## src/hw/rtl/button_autorepeat_tracker_top_defines.svh

```systemverilog
// Assertion macros used by the tracker controller RTL.
// Each macro expects signals named clk and rst in the scope where it is used.
`ifndef BUTTON_AUTOREPEAT_TRACKER_TOP_DEFINES_SVH
`define BUTTON_AUTOREPEAT_TRACKER_TOP_DEFINES_SVH

// Consequent must hold in the same cycle as the antecedent.
`define BAT_ASSERT_SAME(name, ante, cons) \
  name: assert property (@(posedge clk) disable iff (rst) (ante) |-> (cons)) \
    else $error("tracker assertion failed: same-cycle check");

// Consequent must hold in the cycle after the antecedent.
`define BAT_ASSERT_NEXT(name, ante, cons) \
  name: assert property (@(posedge clk) disable iff (rst) (ante) |=> (cons)) \
    else $error("tracker assertion failed: next-cycle check");

`endif

```

## src/hw/rtl/bat_pkg.sv

```systemverilog
package bat_pkg;

  // Channel count; it sets the pin field width and must fit the channel field.
  localparam int CHANNELS = 11;
  localparam int IDX_W    = $clog2(CHANNELS);
  localparam int TOTAL_W  = $clog2(CHANNELS + 1);

  // Field widths.
  localparam int OP_W     = 2;
  localparam int CH_W     = 4;
  localparam int MASK_W   = 3;
  localparam int TIME_W   = 32;
  localparam int HOLD_W   = 16;
  localparam int CNT_W    = 32;

  // Configuration port.
  localparam int CFG_INDEX_W = 3;
  localparam int CFG_DATA_W  = 16;

  localparam logic [CFG_INDEX_W-1:0] CFG_ENABLE      = 3'd0;
  localparam logic [CFG_INDEX_W-1:0] CFG_ACTIVE_HIGH = 3'd1;
  localparam logic [CFG_INDEX_W-1:0] CFG_DETECT      = 3'd2;
  localparam logic [CFG_INDEX_W-1:0] CFG_FIRST_DELAY = 3'd3;
  localparam logic [CFG_INDEX_W-1:0] CFG_REPEAT      = 3'd4;

  // Register reset values.
  localparam logic [HOLD_W-1:0] DETECT_RESET      = 16'd60;
  localparam logic [HOLD_W-1:0] FIRST_DELAY_RESET = 16'd250;
  localparam logic [HOLD_W-1:0] REPEAT_RESET      = 16'd200;

  // Operation codes.
  localparam logic [OP_W-1:0] OP_TICK  = 2'd0;
  localparam logic [OP_W-1:0] OP_READ  = 2'd1;
  localparam logic [OP_W-1:0] OP_CLEAR = 2'd2;

  // Clear mask bits of a read.
  localparam int CLR_PRESS   = 0;
  localparam int CLR_RELEASE = 1;
  localparam int CLR_REPEAT  = 2;

  typedef enum logic [2:0] {
    ST_IDLE,
    ST_TICK,
    ST_READ,
    ST_CLEAR,
    ST_EMIT
  } state_t;

  // Commands from the controller to the datapath.
  typedef struct packed {
    logic capture;
    logic tick_step;
    logic read_step;
    logic clear_all;
    logic load_out;
  } cmd_t;

endpackage

```

## src/hw/rtl/bat_in_if.sv

```systemverilog
interface bat_in_if import bat_pkg::*; ();
  logic                valid;
  logic                ready;
  logic [OP_W-1:0]     op;
  logic [CHANNELS-1:0] pin_levels;
  logic [TIME_W-1:0]   now_ms;
  logic [CH_W-1:0]     channel;
  logic [MASK_W-1:0]   clear_mask;

  modport source (output valid, op, pin_levels, now_ms, channel, clear_mask,
                  input ready);
  modport sink (input valid, op, pin_levels, now_ms, channel, clear_mask,
                output ready);
endinterface

```

## src/hw/rtl/bat_out_if.sv

```systemverilog
interface bat_out_if import bat_pkg::*; ();
  logic               valid;
  logic               ready;
  logic               is_pressed;
  logic               is_released;
  logic               press_event;
  logic               release_event;
  logic [CNT_W-1:0]   repeat_event;
  logic [CNT_W-1:0]   repeat_count;
  logic [TIME_W-1:0]  press_duration;
  logic [TIME_W-1:0]  release_duration;
  logic [TOTAL_W-1:0] pressed_total;

  modport source (output valid, is_pressed, is_released, press_event, release_event,
                  repeat_event, repeat_count, press_duration, release_duration,
                  pressed_total, input ready);
  modport sink (input valid, is_pressed, is_released, press_event, release_event,
                repeat_event, repeat_count, press_duration, release_duration,
                pressed_total, output ready);
endinterface

```

## src/hw/rtl/bat_dp.sv

```systemverilog
module bat_dp import bat_pkg::*; (
  input  logic                   clk,
  input  logic                   rst,
  input  logic                   cfg_we,
  input  logic [CFG_INDEX_W-1:0] cfg_index,
  input  logic [CFG_DATA_W-1:0]  cfg_data,
  input  cmd_t                   cmd,
  input  logic [IDX_W-1:0]       idx,
  input  logic [OP_W-1:0]        in_op,
  input  logic [CHANNELS-1:0]    in_pin_levels,
  input  logic [TIME_W-1:0]      in_now_ms,
  input  logic [CH_W-1:0]        in_channel,
  input  logic [MASK_W-1:0]      in_clear_mask,
  output logic                   is_pressed,
  output logic                   is_released,
  output logic                   press_event,
  output logic                   release_event,
  output logic [CNT_W-1:0]       repeat_event,
  output logic [CNT_W-1:0]       repeat_count,
  output logic [TIME_W-1:0]      press_duration,
  output logic [TIME_W-1:0]      release_duration,
  output logic [TOTAL_W-1:0]     pressed_total
);

  // Configuration registers.
  logic                enable;
  logic [CHANNELS-1:0] active_high;
  logic [HOLD_W-1:0]   detect_ticks;
  logic [HOLD_W-1:0]   first_delay_ticks;
  logic [HOLD_W-1:0]   repeat_ticks;

  // Per-channel state.
  logic [CHANNELS-1:0] pressed;
  logic [CHANNELS-1:0] released;
  logic [CHANNELS-1:0] press_edge;
  logic [CHANNELS-1:0] release_edge;
  logic [CHANNELS-1:0] pending;
  logic [HOLD_W-1:0]   hold [CHANNELS];
  logic [CNT_W-1:0]    rcnt [CHANNELS];
  logic [TIME_W-1:0]   press_start [CHANNELS];
  logic [TIME_W-1:0]   press_end [CHANNELS];
  logic [TIME_W-1:0]   release_start [CHANNELS];
  logic [TIME_W-1:0]   release_end [CHANNELS];

  // Captured item.
  logic [CHANNELS-1:0] levels_q;
  logic [TIME_W-1:0]   now_q;
  logic [CH_W-1:0]     channel_q;
  logic [MASK_W-1:0]   mask_q;

  // Result staging.
  logic               res_pressed;
  logic               res_released;
  logic               res_press_ev;
  logic               res_release_ev;
  logic [CNT_W-1:0]   res_repeat_ev;
  logic [CNT_W-1:0]   res_repeat_cnt;
  logic [TIME_W-1:0]  res_press_dur;
  logic [TIME_W-1:0]  res_release_dur;

  // Tick step for the channel under the walk index.
  logic              tk_press;
  logic [HOLD_W-1:0] tk_hold_inc;
  logic [HOLD_W-1:0] tk_thr;
  logic              tk_fire;

  always_comb begin
    tk_press    = (levels_q[idx] == active_high[idx]);
    tk_hold_inc = hold[idx] + HOLD_W'(1);
    if (rcnt[idx] == CNT_W'(0)) begin
      tk_thr = detect_ticks;
    end else if (rcnt[idx] == CNT_W'(1)) begin
      tk_thr = first_delay_ticks;
    end else begin
      tk_thr = repeat_ticks;
    end
    tk_fire = (tk_hold_inc >= tk_thr);
  end

  // Read access is valid only when enabled and in range.
  logic             rd_ok;
  logic [IDX_W-1:0] rd_c;

  assign rd_ok = enable && (channel_q < CH_W'(CHANNELS));
  assign rd_c  = channel_q[IDX_W-1:0];

  // Count of pressed channels.
  logic [TOTAL_W-1:0] total;

  always_comb begin
    total = '0;
    for (int n = 0; n < CHANNELS; n++) begin
      total = total + TOTAL_W'(pressed[n]);
    end
  end

  // Configuration writes.
  always_ff @(posedge clk) begin
    if (rst) begin
      enable            <= 1'b1;
      active_high       <= '0;
      detect_ticks      <= DETECT_RESET;
      first_delay_ticks <= FIRST_DELAY_RESET;
      repeat_ticks      <= REPEAT_RESET;
    end else if (cfg_we) begin
      case (cfg_index)
        CFG_ENABLE:      enable            <= cfg_data[0];
        CFG_ACTIVE_HIGH: active_high       <= cfg_data[CHANNELS-1:0];
        CFG_DETECT:      detect_ticks      <= cfg_data;
        CFG_FIRST_DELAY: first_delay_ticks <= cfg_data;
        CFG_REPEAT:      repeat_ticks      <= cfg_data;
        default: ;
      endcase
    end
  end

  // Item capture; the result staging starts out as zeros.
  always_ff @(posedge clk) begin
    if (cmd.capture) begin
      levels_q  <= in_pin_levels;
      now_q     <= in_now_ms;
      channel_q <= in_channel;
      mask_q    <= in_clear_mask;
    end
  end

  // Op code is decoded by the controller; it is kept here only for the read gate.
  logic read_item;

  always_ff @(posedge clk) begin
    if (cmd.capture) begin
      read_item <= (in_op == OP_READ);
    end
  end

  always_ff @(posedge clk) begin
    if (cmd.capture) begin
      res_pressed     <= 1'b0;
      res_released    <= 1'b0;
      res_press_ev    <= 1'b0;
      res_release_ev  <= 1'b0;
      res_repeat_ev   <= '0;
      res_repeat_cnt  <= '0;
      res_press_dur   <= '0;
      res_release_dur <= '0;
    end else if (cmd.read_step && read_item && rd_ok) begin
      res_pressed     <= pressed[rd_c];
      res_released    <= released[rd_c];
      res_press_ev    <= press_edge[rd_c];
      res_release_ev  <= release_edge[rd_c];
      res_repeat_ev   <= pending[rd_c] ? rcnt[rd_c] : '0;
      res_repeat_cnt  <= rcnt[rd_c];
      res_press_dur   <= press_end[rd_c] - press_start[rd_c];
      res_release_dur <= release_end[rd_c] - release_start[rd_c];
    end
  end

  // Channel state: tick walk, read clears and the clear sweep.
  always_ff @(posedge clk) begin
    if (rst) begin
      pressed      <= '0;
      released     <= '0;
      press_edge   <= '0;
      release_edge <= '0;
      pending      <= '0;
      for (int n = 0; n < CHANNELS; n++) begin
        hold[n]          <= '0;
        rcnt[n]          <= '0;
        press_start[n]   <= '0;
        press_end[n]     <= '0;
        release_start[n] <= '0;
        release_end[n]   <= '0;
      end
    end else if (cmd.tick_step) begin
      if (tk_press) begin
        if (!pressed[idx]) begin
          press_edge[idx]  <= 1'b1;
          press_start[idx] <= now_q;
        end
        pressed[idx] <= 1'b1;
        if (tk_fire) begin
          hold[idx]    <= '0;
          rcnt[idx]    <= rcnt[idx] + CNT_W'(1);
          pending[idx] <= 1'b1;
        end else begin
          hold[idx] <= tk_hold_inc;
        end
        press_end[idx] <= now_q;
        released[idx]  <= 1'b0;
      end else begin
        if (pressed[idx]) begin
          release_edge[idx]  <= 1'b1;
          release_start[idx] <= now_q;
        end
        pressed[idx]     <= 1'b0;
        released[idx]    <= 1'b1;
        rcnt[idx]        <= '0;
        pending[idx]     <= 1'b0;
        release_end[idx] <= now_q;
      end
    end else if (cmd.read_step && read_item && rd_ok) begin
      if (mask_q[CLR_PRESS]) begin
        press_edge[rd_c] <= 1'b0;
      end
      if (mask_q[CLR_RELEASE]) begin
        release_edge[rd_c] <= 1'b0;
      end
      if (mask_q[CLR_REPEAT]) begin
        pending[rd_c] <= 1'b0;
      end
    end else if (cmd.clear_all) begin
      press_edge   <= '0;
      release_edge <= '0;
      for (int n = 0; n < CHANNELS; n++) begin
        press_start[n]   <= '0;
        press_end[n]     <= '0;
        release_start[n] <= '0;
        release_end[n]   <= '0;
      end
    end
  end

  // Output register, loaded once the item's work is done.
  always_ff @(posedge clk) begin
    if (cmd.load_out) begin
      is_pressed       <= res_pressed;
      is_released      <= res_released;
      press_event      <= res_press_ev;
      release_event    <= res_release_ev;
      repeat_event     <= res_repeat_ev;
      repeat_count     <= res_repeat_cnt;
      press_duration   <= res_press_dur;
      release_duration <= res_release_dur;
      pressed_total    <= enable ? total : '0;
    end
  end

endmodule

```

## src/hw/rtl/bat_ctrl.sv

```systemverilog
`include "button_autorepeat_tracker_top_defines.svh"

module bat_ctrl import bat_pkg::*; (
  input  logic             clk,
  input  logic             rst,
  input  logic             in_valid,
  input  logic [OP_W-1:0]  in_op,
  output logic             in_ready,
  output logic             out_valid,
  input  logic             out_ready,
  output cmd_t             cmd,
  output logic [IDX_W-1:0] idx
);

  state_t           state;
  state_t           state_next;
  logic [IDX_W-1:0] idx_next;
  logic             out_valid_next;
  logic             slot_free;

  assign slot_free = !out_valid || out_ready;

  // State, walk index and output valid registers.
  always_ff @(posedge clk) begin
    if (rst) begin
      state     <= ST_IDLE;
      idx       <= '0;
      out_valid <= 1'b0;
    end else begin
      state     <= state_next;
      idx       <= idx_next;
      out_valid <= out_valid_next;
    end
  end

  // Next state and commands.
  always_comb begin
    state_next = state;
    idx_next   = idx;
    in_ready   = 1'b0;
    cmd        = '0;
    case (state)
      ST_IDLE: begin
        in_ready    = 1'b1;
        cmd.capture = in_valid;
        idx_next    = '0;
        if (in_valid) begin
          case (in_op)
            OP_TICK:  state_next = ST_TICK;
            OP_READ:  state_next = ST_READ;
            OP_CLEAR: state_next = ST_CLEAR;
            default:  state_next = ST_EMIT;
          endcase
        end
      end
      ST_TICK: begin
        cmd.tick_step = 1'b1;
        if (idx == IDX_W'(CHANNELS - 1)) begin
          state_next = ST_EMIT;
        end else begin
          idx_next = idx + IDX_W'(1);
        end
      end
      ST_READ: begin
        cmd.read_step = 1'b1;
        state_next    = ST_EMIT;
      end
      ST_CLEAR: begin
        cmd.clear_all = 1'b1;
        state_next    = ST_EMIT;
      end
      ST_EMIT: begin
        if (slot_free) begin
          cmd.load_out = 1'b1;
          state_next   = ST_IDLE;
        end
      end
      default: begin
        state_next = ST_IDLE;
      end
    endcase
  end

  // The output register holds one beat until the sink takes it.
  always_comb begin
    if (cmd.load_out) begin
      out_valid_next = 1'b1;
    end else if (out_ready) begin
      out_valid_next = 1'b0;
    end else begin
      out_valid_next = out_valid;
    end
  end

  `BAT_ASSERT_SAME(a_load_into_free_slot, cmd.load_out, !out_valid || out_ready)
  `BAT_ASSERT_SAME(a_walk_in_range, state == ST_TICK, idx <= IDX_W'(CHANNELS - 1))
  `BAT_ASSERT_NEXT(a_accept_starts_work, in_valid && in_ready, state != ST_IDLE)
  `BAT_ASSERT_NEXT(a_load_shows_beat, cmd.load_out, out_valid)

endmodule

```

## src/hw/rtl/button_autorepeat_tracker_top.sv

```systemverilog
// Auto-repeat button tracker for CHANNELS buttons.
// Input channel din carries one item per beat: a tick (pin levels and time
// stamp), a channel read with a clear mask, or a clear of events and times.
// Every accepted item yields exactly one beat on dout; only reads carry
// channel data; each beat has the pressed channel count, zero if disabled.
// A tick walks the channels one per cycle in ST_TICK and then loads its
// result in ST_EMIT; a read or clear passes through ST_READ or ST_CLEAR
// before ST_EMIT, and an unused op code goes straight to ST_EMIT. One item
// is in work at a time; din is ready again the cycle after the result is
// loaded into the output register.
// The output register lets a new item be accepted and processed while the
// previous result beat is still waiting; if dout stays stalled, the finished
// item waits in its last state and din stays low until the register frees.
// Configuration writes (cfg_we, cfg_index, cfg_data) are taken in any cycle,
// apply from the next item, and must be made while the block is idle.
// Synchronous reset clears all channel state and loads the register defaults.
module button_autorepeat_tracker_top import bat_pkg::*; (
  input  logic                   clk,
  input  logic                   rst,
  bat_in_if.sink                 din,
  bat_out_if.source              dout,
  input  logic                   cfg_we,
  input  logic [CFG_INDEX_W-1:0] cfg_index,
  input  logic [CFG_DATA_W-1:0]  cfg_data
);

  cmd_t             cmd;
  logic [IDX_W-1:0] idx;

  bat_ctrl u_ctrl (
    .clk       (clk),
    .rst       (rst),
    .in_valid  (din.valid),
    .in_op     (din.op),
    .in_ready  (din.ready),
    .out_valid (dout.valid),
    .out_ready (dout.ready),
    .cmd       (cmd),
    .idx       (idx)
  );

  bat_dp u_dp (
    .clk              (clk),
    .rst              (rst),
    .cfg_we           (cfg_we),
    .cfg_index        (cfg_index),
    .cfg_data         (cfg_data),
    .cmd              (cmd),
    .idx              (idx),
    .in_op            (din.op),
    .in_pin_levels    (din.pin_levels),
    .in_now_ms        (din.now_ms),
    .in_channel       (din.channel),
    .in_clear_mask    (din.clear_mask),
    .is_pressed       (dout.is_pressed),
    .is_released      (dout.is_released),
    .press_event      (dout.press_event),
    .release_event    (dout.release_event),
    .repeat_event     (dout.repeat_event),
    .repeat_count     (dout.repeat_count),
    .press_duration   (dout.press_duration),
    .release_duration (dout.release_duration),
    .pressed_total    (dout.pressed_total)
  );

endmodule

```

## src/flat_wrapper.sv

```systemverilog
// flat-port wrapper written by rule: the top's interface ports become plain ports
module button_autorepeat_tracker_top_flat import bat_pkg::*;
  (clk, rst, cfg_we, cfg_index, cfg_data, din_valid, din_op, din_pin_levels, din_now_ms, din_channel, din_clear_mask, din_ready, dout_valid, dout_is_pressed, dout_is_released, dout_press_event, dout_release_event, dout_repeat_event, dout_repeat_count, dout_press_duration, dout_release_duration, dout_pressed_total, dout_ready);
  bat_in_if din_i ();
  bat_out_if dout_i ();
  input  logic clk;
  input  logic rst;
  input  logic cfg_we;
  input  logic [CFG_INDEX_W-1:0] cfg_index;
  input  logic [CFG_DATA_W-1:0] cfg_data;
  input wire logic [$bits(din_i.valid)-1:0] din_valid;
  input wire logic [$bits(din_i.op)-1:0] din_op;
  input wire logic [$bits(din_i.pin_levels)-1:0] din_pin_levels;
  input wire logic [$bits(din_i.now_ms)-1:0] din_now_ms;
  input wire logic [$bits(din_i.channel)-1:0] din_channel;
  input wire logic [$bits(din_i.clear_mask)-1:0] din_clear_mask;
  output wire logic [$bits(din_i.ready)-1:0] din_ready;
  output wire logic [$bits(dout_i.valid)-1:0] dout_valid;
  output wire logic [$bits(dout_i.is_pressed)-1:0] dout_is_pressed;
  output wire logic [$bits(dout_i.is_released)-1:0] dout_is_released;
  output wire logic [$bits(dout_i.press_event)-1:0] dout_press_event;
  output wire logic [$bits(dout_i.release_event)-1:0] dout_release_event;
  output wire logic [$bits(dout_i.repeat_event)-1:0] dout_repeat_event;
  output wire logic [$bits(dout_i.repeat_count)-1:0] dout_repeat_count;
  output wire logic [$bits(dout_i.press_duration)-1:0] dout_press_duration;
  output wire logic [$bits(dout_i.release_duration)-1:0] dout_release_duration;
  output wire logic [$bits(dout_i.pressed_total)-1:0] dout_pressed_total;
  input wire logic [$bits(dout_i.ready)-1:0] dout_ready;
  assign din_i.valid = din_valid;
  assign din_i.op = din_op;
  assign din_i.pin_levels = din_pin_levels;
  assign din_i.now_ms = din_now_ms;
  assign din_i.channel = din_channel;
  assign din_i.clear_mask = din_clear_mask;
  assign din_ready = din_i.ready;
  assign dout_valid = dout_i.valid;
  assign dout_is_pressed = dout_i.is_pressed;
  assign dout_is_released = dout_i.is_released;
  assign dout_press_event = dout_i.press_event;
  assign dout_release_event = dout_i.release_event;
  assign dout_repeat_event = dout_i.repeat_event;
  assign dout_repeat_count = dout_i.repeat_count;
  assign dout_press_duration = dout_i.press_duration;
  assign dout_release_duration = dout_i.release_duration;
  assign dout_pressed_total = dout_i.pressed_total;
  assign dout_i.ready = dout_ready;
  button_autorepeat_tracker_top u_core (.clk(clk), .rst(rst), .din(din_i), .dout(dout_i), .cfg_we(cfg_we), .cfg_index(cfg_index), .cfg_data(cfg_data));
endmodule
```

## config.mk

```make
export PLATFORM = sky130hd
export DESIGN_NAME = button_autorepeat_tracker_top_flat
export DESIGN_NICKNAME = d
export VERILOG_FILES = /design/src/hw/rtl/bat_pkg.sv /design/src/hw/rtl/bat_in_if.sv /design/src/hw/rtl/bat_out_if.sv /design/src/hw/rtl/bat_dp.sv /design/src/hw/rtl/bat_ctrl.sv /design/src/hw/rtl/button_autorepeat_tracker_top.sv /design/src/flat_wrapper.sv
export VERILOG_INCLUDE_DIRS = /design/src /design/src/hw/rtl
export SDC_FILE = /design/constraint.sdc
export NUM_CORES = 2
export LEC_CHECK = 0
export BUFFER_PORTS_ARGS = -buffer_cell sky130_fd_sc_hd__buf_4
export CORE_UTILIZATION = 45
export DETAILED_ROUTE_END_ITERATION = 10
export PLACE_DENSITY_LB_ADDON = 0.08
export SYNTH_ARGS = -nofsm -noshare
export SYNTH_HDL_FRONTEND = slang
export SYNTH_HIERARCHICAL = 1
export SYNTH_SLANG_ARGS = --single-unit
```

## constraint.sdc

```tcl
create_clock -name clk -period 11 [get_ports clk]
set_clock_uncertainty 0.1 [all_clocks]
set_input_delay 2.75 -clock clk [delete_from_list [all_inputs] [get_ports clk]]
set_output_delay 2.75 -clock clk [all_outputs]
set_load 0.02 [all_outputs]
```

==> results.cfg <==
[die]
die_w_um = 567
core_um2 = 318000
rows = 207
pin_count = 214
die_h_um = 567
die-area_um2 = 322000
initial_core_util_pct = 45.2

[timing]
rsz0062_at_grt = false
fin_crit_sh_pct = 80.8
drv_slew = 0
relSlewSlack_pct = 9.93
fmax_mhz = 113
layout_setup_ws_ns = 2.12
final_hold_viol_count = 0
setup_viol = 0
period_needed_ns = 8.88
fin_setup_tns_ns = 0
tightest_slew_ns = 1.35

[job]
maxCapViolCount = 0

[power]
p_switching_w = 0.00835
power_density_nw_per_um2 = 191
p_int_w = 0.0228
vdd_drop_max_mv = 0.128
switching_share_pct = 26.8
combinationalPowerShare_pct = 16.0
leakage_nw = 59.0
clockPowerShare_pct = 38.4
p_seq_share_pct = 45.6

[worst_setup_path]
end_kind = flop
r2r_start = u_core/u_ctrl/idx[0]
critPathLaunchType = flop
worstSetupPathType = flop to flop
worstPathMaxFanout = 43
cp-startpoint = u_core/u_ctrl/idx[0]
critPathArrivalTime_ns = 9.36
critPathRequiredTime_ns = 11.48

[route]
first_iter_violations = 10200
via_count = 84400
post_drt_wl_per_cell_um = 31.7
routed-wl-met3_um = 39800
met1_length_um = 188000
antenna_left = 0
wl_met2_um = 200000
drt_drc_violations_left = 0
viasPerCell = 6.10
drt_first_pass_iters = 5
highest_layer = met5
drt-total-wl_um = 439000

[clock_tree]
cts_buffer_depth = 4
clk_pin_slew_worst_paths_ns = 0.06
insertion_delay_ns = 0.93
cts_buffers = 356
cts_tree = yes
root_buffer = clkbuf_16
cts_htree_levels = 5
cts.sinks = 3262
ctsResizeCount = 0
holdBufCountCts = 0
cts_setup_buffers = 0

[synth]
yosysSeqAreaShare_pct = 66.0
synth_cells = 9024
ys_ff_latch = 3262
ys.flop_type = edfxtp_1
synth-warning-count = 6
syn_area_um2 = 144000
yosysUniqueCellTypes = 77
synth_edf_count = 2955
async_reset_ff_share_pct = 0
synth_area_per_cell_um2 = 15.9

[min_path]
hp-start = u_core/u_dp/res_repeat_ev[0]
min_path_type = flop to flop

[layout]
seqCellArea_um2 = 94900
layout_common_cells = 2955 x edfxtp_1, 1037 x mux4_2, 818 x and3_1, 620 x and2_1, 589 x nor2_1
multiInputGateArea_um2 = 47000
area_growth_pct = 13.4
nFillCells = 26300
finalNetCount = 9530
layout-drive-gt1-share_pct = 22.8
final_common_cell = edfxtp_1

[global_routing]
grt_overflow_total = 0
grt_pass1_wl_um = 619000
antenna_found_initial = 35
grt_pass1_vias = 84200
grt_max_degree = 283
grt_use_total_pct = 26.9

[placed_design]
dp_hpwl_um = 248000
finalWeightedCongestion = 0.844
place_ws_ns = 2.30
numPortBuffers = 213

[run_status]
outcome = finished, final reports clean
==> stage by stage <==
step	util [%]	instance area [um^2]	hold slack, ns	instances	power [W]
after global placement	47.6	151000	0.315	13200	0.0194
after global routing	51.3	163000	0.339	13800	0.0322
after detailed placement	47.6	151000	0.311	13200	0.0195
after CTS	51.3	163000	0.327	13800	0.0314
final	51.3	163000	0.322	13800	0.0312
after floorplan	-	145000	0.300	9343	0.0175
==> layout make-up <==
type / instances / share of cell area, %
Sequential cell: 3262 / 58.2
Clock inverter: 172 / 1.06
Antenna cell: 5 / 0.00767
Tap cell: 4180 / 3.21
Inverter: 129 / 0.297
Clock buffer: 483 / 6.06
Timing Repair Buffer: 477 / 2.30
Multi-Input combinational cell: 5131 / 28.9
==> power groups by stage <==
stage	Sequential (W)	Clock, W	Combinational, W
floorplan	0.0145	0	0.00302
global placement	0.0145	0	0.00495
detailed placement	0.0145	0	0.00497
CTS	0.0142	0.0122	0.00498
global route	0.0143	0.0127	0.00528
finish	0.0142	0.0120	0.00498
==> state kept, by name (all words and copies together), names as in the netlist, 16 cells and up, named ones only <==
name	flops
u_core/u_dp/release_start	512
u_core/u_dp/press_duration	32
u_core/u_dp/hold	256
u_core/u_dp/res_repeat_ev	32
u_core/u_dp/repeat_ticks	16
u_core/u_dp/rcnt	512
u_core/u_dp/release_end	512
u_core/u_dp/repeat_count	32
u_core/u_dp/press_end	512
u_core/u_dp/detect_ticks	16
u_core/u_dp/res_press_dur	32
u_core/u_dp/first_delay_ticks	16
u_core/u_dp/now_q	32
u_core/u_dp/release_duration	32
u_core/u_dp/press_start	512
u_core/u_dp/res_repeat_cnt	32
u_core/u_dp/repeat_event	32
u_core/u_dp/res_release_dur	32
==> routing by layer <==
| layer | global-route usage [%] | up-vias |
|---|---|---|
| met5 | 0 | - |
| met4 | 6.07 | 6 |
| met3 | 4.75 | 616 |
| met2 | 41.7 | 3813 |
| met1 | 39.9 | 44800 |
| li1 | - | 35200 |
==> cells in the mapped netlist, drive strengths merged, types with 43 or more instances <==
| cell type | instances | share of area, % |
|---|---|---|
| xor2 | 45 | 0.27 |
| xnor2 | 48 | 0.29 |
| and2 | 622 | 2.7 |
| nor2 | 627 | 1.6 |
| o21ai | 142 | 0.50 |
| nand2 | 497 | 1.3 |
| nor3 | 43 | 0.16 |
| ha | 88 | 0.77 |
| edfxtp | 2955 | 62 |
| dfxtp | 307 | 4.3 |
| and3 | 819 | 3.6 |
| nand3 | 89 | 0.31 |
| clkbuf | 677 | 1.8 |
| mux4 | 1037 | 16 |
| inv | 129 | 0.34 |
| buf | 144 | 0.54 |
| a21oi | 298 | 1.0 |
==> path summary, 6_finish.rpt <==
check,cells past startpoint,slack [ns],to
setup / recovery,19,2.12,u_core/u_dp/rcnt[6][23]
hold / removal,0,0.32,u_core/u_dp/repeat_event[0]
setup reg to reg,19,2.12,u_core/u_dp/rcnt[6][23]
hold reg to reg,0,0.32,u_core/u_dp/repeat_event[0]
==> cell families (layout without fill, tap and decap cells) <==
logic type / count (synthesis) / in the layout / synth area share [%]
flip-flops: 3262 / 3262 / 66.0
AND/OR/NAND/NOR: 2874 / 2874 / 10.5
multiplexers: 1087 / 1087 / 16.6
buffers and inverters: 950 / 1261 / 2.65
AO/OA/AOI/OAI: 660 / 660 / 2.81
adder cells (fa/ha/maj): 97 / 97 / 0.891
XOR/XNOR: 93 / 93 / 0.566
other: 1 / 325 / 0.00261
==> worst max-delay path: stages, from the launching register on <==
cell and delay [ns]:
dfxtp_4 0.91, buf_4 0.49, mux4_2 0.56, mux4_2 0.56
nor4_1 0.55, nand4_1 0.43, nor2_4 0.74, o21ai_2 0.44
a22o_1 0.37, ha_1 0.27, nand2b_1 0.09, a21o_1 0.11
a211oi_1 0.06, o21ai_0 0.21, a21oi_2 0.14, buf_4 0.22
a21oi_2 0.57, nand2_1 0.53, nand2b_2 0.56, buf_4 0.43
Power figures use the tool's default switching activity.
